### src/design/iprl_pkg.sv
package iprl_pkg;

    // table geometry
    localparam int TABLE_DEPTH = 256;
    localparam int IDX_W       = (TABLE_DEPTH > 1) ? $clog2(TABLE_DEPTH) : 1;
    localparam int CNT_W       = IDX_W + 1;

    // owner fetch tree: low index bits pick within a group, high bits pick the group
    localparam int PAD_W  = (IDX_W < 2) ? 2 : IDX_W;
    localparam int LO_W   = PAD_W / 2;
    localparam int HI_W   = PAD_W - LO_W;
    localparam int PAD_N  = 2 ** PAD_W;
    localparam int GRP_N  = 2 ** HI_W;

    typedef logic [31:0] t_word;

    typedef struct packed {
        t_word low;
        t_word high;
        t_word owner;
    } t_entry;

    typedef enum logic [1:0] {
        CMD_CLEAR  = 2'd0,
        CMD_INSERT = 2'd1,
        CMD_LOOKUP = 2'd2
    } t_cmd;

    typedef enum logic [1:0] {
        STS_OK   = 2'd0,
        STS_FULL = 2'd1,
        STS_BAD  = 2'd2
    } t_status;

    typedef enum logic [1:0] {
        TS_IDLE,
        TS_EXEC,
        TS_SEARCH,
        TS_DONE
    } t_top_state;

    typedef enum logic [1:0] {
        SR_IDLE,
        SR_STEP,
        SR_GRP,
        SR_SEL
    } t_srch_state;

    // per-cell strobes from the sequencer
    typedef struct packed {
        logic ins_en;
        logic cmp_en;
    } t_cell_ctl;

    // search outcome handed back to the sequencer
    typedef struct packed {
        logic  done;
        logic  found;
        t_word owner;
    } t_srch_res;

    function automatic t_word byte_reverse(input t_word v);
        return {v[7:0], v[15:8], v[23:16], v[31:24]};
    endfunction

endpackage

### src/design/iprl_cell.sv
module iprl_cell
    import iprl_pkg::*;
(
    input  logic      i_clk,
    input  t_cell_ctl i_ctl,
    input  logic      i_valid,
    input  logic      i_prev_keep,
    input  t_entry    i_new,
    input  t_entry    i_prev,
    input  t_word     i_ip,
    output t_entry    o_entry,
    output logic      o_keep,
    output logic      o_lo_le,
    output logic      o_hi_ge
);

    t_entry r_entry;
    logic   r_lo_le;
    logic   r_hi_ge;

    // entry stays when it is live and sorts at or before the new low bound
    assign o_keep = i_valid && (r_entry.low <= i_new.low);

    // sorted insert: first non-kept cell takes the new entry, the rest shift along
    always_ff @(posedge i_clk) begin
        if (i_ctl.ins_en && !o_keep) begin
            r_entry <= i_prev_keep ? i_new : i_prev;
        end
    end

    // range compare against the lookup address
    always_ff @(posedge i_clk) begin
        if (i_ctl.cmp_en) begin
            r_lo_le <= (r_entry.low <= i_ip);
            r_hi_ge <= (r_entry.high >= i_ip);
        end
    end

    assign o_entry = r_entry;
    assign o_lo_le = r_lo_le;
    assign o_hi_ge = r_hi_ge;

endmodule

### config.mk
export PLATFORM = sky130hd
export DESIGN_NAME = iprl_cell
export DESIGN_NICKNAME = d
export VERILOG_FILES = /design/src/design/iprl_pkg.sv /design/src/design/iprl_cell.sv
export SDC_FILE = /design/constraint.sdc
export NUM_CORES = 1
export LEC_CHECK = 0
export BUFFER_PORTS_ARGS = -buffer_cell sky130_fd_sc_hd__buf_2
export CORE_UTILIZATION = 30
export DETAILED_ROUTE_END_ITERATION = 6
export PLACE_DENSITY = 0.59
export SLEW_MARGIN = 20
export SYNTH_ARGS = -nofsm -noshare
export SYNTH_HDL_FRONTEND = slang
export SYNTH_SLANG_ARGS = --single-unit
export TNS_END_PERCENT = 5
### constraint.sdc
create_clock -name i_clk -period 8.02 [get_ports i_clk]
set_input_delay 0.802 -clock i_clk [delete_from_list [all_inputs] [get_ports i_clk]]
set_output_delay 0.802 -clock i_clk [all_outputs]
set_load 0.03 [all_outputs]
==> qor.yml, run 1 <==
status:
  outcome: "completed"
floorplanning:
  initial_core_util_pct: 30.5
  row_count: 53
  ios: 328
  dieArea_mm2: 0.0219
  coreArea_mm2: 0.0210
  die_h_um: 148
  die_x_um: 148
synth:
  ys_ff_latch: 98
  synthCells: 509
  synth_xor_area_share_pct: 0
  synth_fa_ha_area_share_pct: 18.8
  yosys.area_share.simple_pct: 5.80
  syn_nets: 834
  synth_top_family_by_area: "adder cells"
  syn-cell-area_mm2: 0.00639
  synth.area.mux_share_pct: 16.9
  ys_warn_count: 0
  postSynthAreaPerCell_um2: 12.6
  synth_compound_area_share_pct: 7.85
  synth_cell_types: 35
  yosysSeqAreaShare_pct: 46.1
timing:
  hold_violations: 0
  skew_ns: 0.0125
  hold-worst-slack_ns: 0.689
  clock.fmax_mhz: 286
  final.setup.worst_slack_ns: 4.53
  worstMarginPinSlew_ns: 0.830
  period_minus_slack_ns: 3.49
  setup_viol: 0
  rsz0062_at_grt: "no"
  final_max_slew_viol_count: 0
  fin_crit_sh_pct: 43.5
  tns_ns: 0
  slew_headroom_pct: 44.7
clock_tree:
  htree_levels: 3
  post_cts_resized: 0
  insertion_delay_ns: 0.35
  cts.path.max_buffers: 2
  cts_root_buffer: "clkbuf_16"
  clk_pin_slew_ns: 0.08
  post-cts-setup-buffers: 0
  cts_hold_buffers: 0
  cts_made_buffers: 9
  clkSinkCount: 98
  cts_tree: "done"
pwr:
  power_density_mw_per_mm2: 167
  vdd_drop_max_v: 0.0000979
  total_power_uw: 1450
  leakage_uw: 0.00415
placement:
  io_buffers: 327
  gp_congestion: 0.796
  dpl.hpwl_um: 14700
  preCtsSetupSlack_ns: 4.14
job:
  maxCapViolCount: 0
detailed_routing:
  avgRoutedWirePerCell_um: 16.0
  dr.pass1.iters: 6
  route.detailed.drc: 0
  initialDrtViolationCount: 143
  vias_per_cell: 4.56
  antenna_left: 0
  vias: 5096
  drt-total-wl_um: 17900
worst_setup_path:
  crit_chain: "buf_2 > inv_1 > ha_1 > nand4_4 > nor4_4 > nand4_2 > and2_2 > a31oi_1 > buf_2"
  path_max_fanout: 4
  crit_buf_inv: 3
  cp_slowest_cell: "nor4_4"
  cp-start-kind: "primary input"
  end_kind: "output port"
  arrival_ns: 2.69
  cp.required_ns: 7.22
  worst_path_dominant_cell_family: "simple AND/OR/NAND/NOR gates"
  max_stage_delay_ns: 0.43
  path_class: "primary input to output port"
  crit_top_cell: "buf_2"
finish:
  diodes: 0
  drive_gt1_share_pct: 53.1
  layout.cells.most_common: "buf_2"
  final_cell_mix: "buf_2 (326), edfxtp_1 (98), mux2_2 (96), ha_1 (96), inv_1 (65)"
  area_delta_synth_final_pct: 35.4
  utilization_pct: 41.3
  layout.nets: 1163
worst_hold_path:
  hold_class: "primary input to flop"
global_routing:
  grt_pass1_wl_um: 26800
  overflow: 0
  antenna_found_initial: 0
  first_global_vias: 5106
  grt_max_degree: 86
  grtUsageTotal_pct: 16.2
cell usage after synthesis, drive strengths merged:
master   count  share of area [%]
o21a         1               0.12
nor4         3               0.53
nor3         4               0.31
o2111ai      1               0.14
a22oi        2               0.23
nor2b        4               0.39
inv         65                3.8
a31oi        1              0.098
buf          5               0.39
nand4       20                2.4
mux2        96                 17
clkbuf       6               0.35
a21o         9                1.1
a211oi       7               0.82
nand3        5               0.39
edfxtp      98                 46
and2         1               0.12
o21ai       13                1.0
a211o        2               0.27
a221o        1               0.16
o211ai       7               0.82
o31ai        2               0.23
nand2b       2               0.20
nor2         7               0.41
and4         1               0.14
a21boi       1               0.12
a41o         1               0.16
a21oi       33                2.6
nand2       14               0.82
ha          96                 19
and3         1              0.098
cell families after synthesis:
group,Yosys count
DFF,98
adders and majority gates,96
muxes,96
AOI/OAI and AO/OA,81
buffers and inverters,76
and+or+nand+nor,62
worst paths after layout:
path	cells past startpoint	startpoint	to	slack, ns
max reg2reg	7	o_entry[76]	o_entry[79]	4.95
min reg2reg	2	o_entry[63]	o_hi_ge	0.76
max	9	i_new[93]	o_keep	4.53
min	1	i_ctl[0]	o_lo_le	0.69
power by group:
part	switching (uW)	internal [uW]
registers	22.8	616
logic	215	154
clock network	218	220
total	457	990
registers in the layout, summed over array words and instances, names as in the netlist:
name	cells
o_entry	96
o_hi_ge	1
o_lo_le	1
area by class of cell:
cell class | instances | area, um^2
clock inverter | 7 | 67.6
timing repair buffer | 329 | 1660
inverter | 65 | 244
tap | 275 | 344
fill | 2094 | 12300
sequential | 98 | 2940
multi-input combinational | 335 | 3170
clock buffer | 9 | 225
metal layers:
metal	wire length (um)	GRT usage [%]	share of wire (%)
met3	1130	4.41	6.3
met5	0	0	0
met1	7430	18.9	42
met2	9200	29.4	51
met4	131	3.30	0.73
stage by stage:
stage / cell area (um^2) / instances
after detailed placement: 8350 / 1102
after floorplan: 6390 / 509
after global routing: 8650 / 1118
after CTS: 8640 / 1118
after global placement: 8350 / 1102
final: 8650 / 1118
(Power assumes the default switching activity.)
==> run 2, diff against run 1 <==
Clock period 8.02 ns to 3.6 ns, I/O delays scaled along.
==> qor.yml, run 2 (synthesis results as in run 1) <==
status:
  outcome: "completed"
finish:
  final_cell_mix: "buf_2 (326), edfxtp_1 (98), mux2_2 (96), ha_1 (96), inv_1 (65)"
  fillers: 2054
  layout.cells.most_common: "buf_2"
  utilization_pct: 41.5
  largest_register_ffs: 96
  drive_gt1_share_pct: 53.1
  area_delta_synth_final_pct: 36.0
  layout.nets: 1164
  diodes: 0
detailed_routing:
  route.detailed.drc: 0
  antenna_left: 0
  vias: 5141
  drt-total-wl_um: 18000
  initialDrtViolationCount: 168
  dr.pass1.iters: 5
  vias_per_cell: 4.59
  avgRoutedWirePerCell_um: 16.1
worst_setup_path:
  reg2reg_slack_ns: 0.81
  end_kind: "output port"
  path_class: "flop to output port"
  path_max_fanout: 4
  arrival_ns: 2.54
  ff2ff_path_depth: 8
  worstReg2RegEnd: "o_entry[34]"
  cp-start-kind: "flop"
  cp.required_ns: 3.24
  timing.rr.start: "o_entry[65]"
pwr:
  vdd_drop_max_v: 0.000235
  leakage_uw: 0.00417
  power_density_mw_per_mm2: 372
clock_tree:
  cts_root_buffer: "clkbuf_16"
  insertion_delay_ns: 0.36
  cts_hold_buffers: 0
  cts.path.max_buffers: 2
  cts_made_buffers: 9
  post-cts-setup-buffers: 0
  cts_tree: "done"
  htree_levels: 3
  clk_pin_slew_ns: 0.07
  post_cts_resized: 0
  clkSinkCount: 98
placement:
  gp_congestion: 0.761
  io_buffers: 327
  dpl.hpwl_um: 14800
floorplanning:
  dieArea_mm2: 0.0219
  coreArea_mm2: 0.0210
  die_h_um: 148
  initial_core_util_pct: 30.5
  ios: 328
  die_x_um: 148
  row_count: 53
timing:
  fin_crit_sh_pct: 80.5
  hold-worst-slack_ns: 0.251
  final_max_slew_viol_count: 0
  slew_headroom_pct: 60.4
  rsz0062_at_grt: "no"
  worstMarginPinSlew_ns: 0.588
  skew_ns: 0.0191
  hold_violations: 0
  setup_viol: 0
  clock.fmax_mhz: 345
  tns_ns: 0
  period_minus_slack_ns: 2.90
global_routing:
  antenna_found_initial: 1
  grtUsageTotal_pct: 16.6
  grt_pass1_wl_um: 27500
  grt_max_degree: 97
  first_global_vias: 5308
  overflow: 0
worst_hold_path:
  whs_endpoint: "o_hi_ge"
  whs_path_depth: 1
  min_from: "i_ctl[0]"
  hold_class: "primary input to flop"
job:
  maxCapViolCount: 0
-- run 2: worst max-delay path by stage --
stage | startpoint | endpoint | cells after the start
after floorplan | o_entry[77] | o_entry[0] | 6
after CTS | o_entry[93] | o_keep | 7
after detailed placement | i_new[65] | o_entry[11] | 10
final | o_entry[92] | o_keep | 7
after global routing | o_entry[89] | o_keep | 7
after global placement | i_new[65] | o_entry[9] | 10
-- run 2: layer usage --
metal  global-route usage (%)  wire length (um)  part of all wire, %
met5                        0                 0                    0
met4                     4.48               225                  1.3
met3                     4.72              1320                  7.4
met2                     30.0              9140                   51
met1                     18.9              7270                   40
-- run 2: where the power goes --
group / total (uW) / internal [uW] / switching, uW
logic: 834 / 351 / 484
clock network: 977 / 492 / 485
registers: 1420 / 1370 / 49.5
-- run 2: layout make-up --
| class | instances | area [um^2] | share of cell area, % |
|---|---|---|---|
| Clock buffer | 9 | 225 | 2.59 |
| Clock inverter | 7 | 66.3 | 0.763 |
| Inverter | 65 | 244 | 2.81 |
| Multi-Input combinational cell | 335 | 3170 | 36.4 |
| Sequential cell | 98 | 2940 | 33.9 |
| Tap cell | 275 | 344 | 3.96 |
| Timing Repair Buffer | 330 | 1700 | 19.6 |
-- run 2: critical path: stages (launching register included) --
cell and delay [ns]:
edfxtp_1 0.45, ha_1 0.35, nand4_4 0.15, nor4_4 0.44, nand4_2 0.19, and2_2 0.22
a31oi_1 0.13, buf_2 0.25
-- run 2: per-stage QoR --
step	instance area [um^2]	power, uW	setup WS [ns]	cells
after floorplan	6390	1960	0.450	509
after global placement	8400	2280	0.761	1103
after detailed placement	8400	2290	0.724	1103
after CTS	8690	3280	0.605	1119
after global routing	8690	3400	0.552	1119
final	8690	3230	0.701	1119
==> run 3, diff against run 2 <==
Settings changed: ABC_AREA set to 1.
Clock period 3.6 ns to 2.9 ns, I/O delays scaled along.
==> qor.yml, run 3 <==
timing:
  worstMarginPinSlew_ns: 0.438
  tns_ns: 0
  hold-worst-slack_ns: 0.156
  setup_viol: 0
  slew_headroom_pct: 70.8
  clock.fmax_mhz: 395
  hold_violations: 0
  skew_ns: 0.0112
  period_minus_slack_ns: 2.53
  fin_crit_sh_pct: 87.2
  final_max_slew_viol_count: 0
  rsz0062_at_grt: "no"
finish:
  diodes: 0
  drive_gt1_share_pct: 39.4
  final_cell_mix: "buf_2 (326), edfxtp_1 (98), ha_1 (92), a21oi_1 (80), inv_1 (79)"
  fillers: 2121
  layout.nets: 1258
  layout.cells.most_common: "buf_2"
  utilization_pct: 41.8
  area_delta_synth_final_pct: 36.6
  largest_register_ffs: 96
placement:
  gp_congestion: 0.786
  io_buffers: 327
  dpl.hpwl_um: 14900
synth:
  ys_ff_latch: 98
  yosys-top-cells-count: "edfxtp_1 (98), ha_1 (96), a21oi_1 (80)"
  yosys.area.top_type: "edfxtp_1"
  synth_cell_types: 29
  ys_warn_count: 0
  yosysSeqAreaShare_pct: 45.6
  synth_area_leaders: "edfxtp_1 (46%), ha_1 (19%), mux2_1 (11%), a21oi_1 (6.2%), inv_1 (4.6%)"
  syn-cell-area_mm2: 0.00645
  synth_top_area_share_pct: 45.6
  synthCells: 603
  postSynthAreaPerCell_um2: 10.7
  async_reset_ff_share_pct: 0
  synth_ff_type: "edfxtp_1"
  syn_nets: 928
  synthMostInstantiatedCell: "edfxtp_1"
  synth_edf_count: 98
pwr:
  p_clk_share_pct: 31.6
  pwr-share-comb_pct: 25.7
  leakage_uw: 0.00430
  internal_power_uw: 2820
  switching_share_pct: 31.9
  vdd_drop_max_v: 0.000253
  power_frac_seq_pct: 42.7
  power_density_mw_per_mm2: 469
  p_sw_uw: 1320
worst_setup_path:
  cp.required_ns: 2.61
  crit_top_cell: "nand2_1"
  crit_chain: "ha_1 > a21oi_1 > o21ai_0 > a21oi_1 > nand2_1 > nand2_1 > nand2_1 > a21boi_1 > buf_2"
  cp-start-kind: "flop"
  cp.depth: 9
  ff2ff_path_depth: 12
  max_stage_delay_ns: 0.47
  cp_slowest_cell: "edfxtp_1"
  end_kind: "output port"
  arrival_ns: 2.24
  worst_path_dominant_cell_family: "compound AO/OA/AOI/OAI gates"
  path_max_fanout: 3
  path_class: "flop to output port"
  crit_buf_inv: 1
clock_tree:
  cts_tree: "done"
  post-cts-setup-buffers: 0
  cts_hold_buffers: 0
  insertion_delay_ns: 0.36
  htree_levels: 3
  post_cts_resized: 0
  cts_root_buffer: "clkbuf_16"
  clk_pin_slew_ns: 0.08
  cts_made_buffers: 9
  clkSinkCount: 98
  cts.path.max_buffers: 2
job:
  maxCapViolCount: 0
worst_hold_path:
  whs_path_depth: 1
  hold_class: "primary input to flop"
global_routing:
  first_global_vias: 5433
  overflow: 0
  grt_pass1_wl_um: 27500
  antenna_found_initial: 0
  grtUsageTotal_pct: 16.3
  grt_max_degree: 59
detailed_routing:
  drt-total-wl_um: 17700
  antenna_left: 0
  avgRoutedWirePerCell_um: 14.6
  route.detailed.drc: 0
  initialDrtViolationCount: 156
  vias_per_cell: 4.45
  vias: 5396
  dr.pass1.iters: 4
status:
  outcome: "completed"
floorplanning:
  die_h_um: 149
  dieArea_mm2: 0.0221
  ios: 328
  die_x_um: 149
  initial_core_util_pct: 30.6
  coreArea_mm2: 0.0211
  row_count: 53
run 3: cell types whose count changed after synthesis, sizes merged, moves of 6 or more:
cell | previous run | this run
nand2 | 14 | 73
inv | 65 | 81
a21oi | 33 | 81
clkbuf | 6 | 0
nand4 | 20 | 11
nor2 | 7 | 51
a21o | 9 | 1
buf | 5 | 14
a211oi | 7 | 1
mux2 | 96 | 65
run 3: cells by family after synthesis:
family                   Yosys count  synth area share [%]
multiplexers                      65                  11.3
AND/OR/NAND/NOR                  141                  9.65
buffers and inverters             97                  6.18
adder cells (fa/ha/maj)           96                  18.6
flip-flops                        98                  45.6
AO/OA/AOI/OAI                    106                  8.61
run 3: per-stage QoR:
stage | cell area, um^2 | worst slack [ns] | total power, uW | std cells
final | 8820 | 0.372 | 4140 | 1213
after global routing | 8820 | 0.0951 | 4380 | 1213
after CTS | 8820 | 0.258 | 4200 | 1213
after detailed placement | 8500 | 0.494 | 2880 | 1197
after global placement | 8500 | 0.490 | 2860 | 1197
after floorplan | 6520 | -0.554 | 2470 | 603
run 3: final timing paths:
check / startpoint / end / slack, ns
setup / recovery: o_entry[77] / o_keep / 0.37
hold / removal: i_ctl[0] / o_lo_le / 0.16
setup reg to reg: o_entry[77] / o_entry[76] / 0.50
hold reg to reg: o_entry[34] / o_hi_ge / 0.97
run 3: power groups by stage:
stage                     logic, uW  registers (uW)  clock network (uW)
final                          1060            1770                1310
after global routing           1190            1780                1400
after CTS                      1080            1770                1350
after detailed placement       1080            1800                   0
after global placement         1070            1790                   0
after floorplan                 459            2010                   0
run 3: routing by layer:
layer  global-route usage (%)  vias up  share of wire [%]
met5                        0        -                  0
met4                     6.24        0                2.5
met3                     4.17       30                6.2
met2                     28.5      181                 49
met1                     19.0     2403                 42
li1                         -     2782                  -
run 3: layout make-up:
| type | count | area, um^2 | share of cell area [%] |
|---|---|---|---|
| multi-input cells | 408 | 3180 | 36.1 |
| clock inverters | 7 | 90.1 | 1.02 |
| repair buffers | 333 | 1720 | 19.5 |
| clock buffers | 9 | 225 | 2.55 |
| flip-flops and latches | 98 | 2940 | 33.4 |
| well taps | 275 | 344 | 3.90 |
| inverters | 83 | 312 | 3.53 |
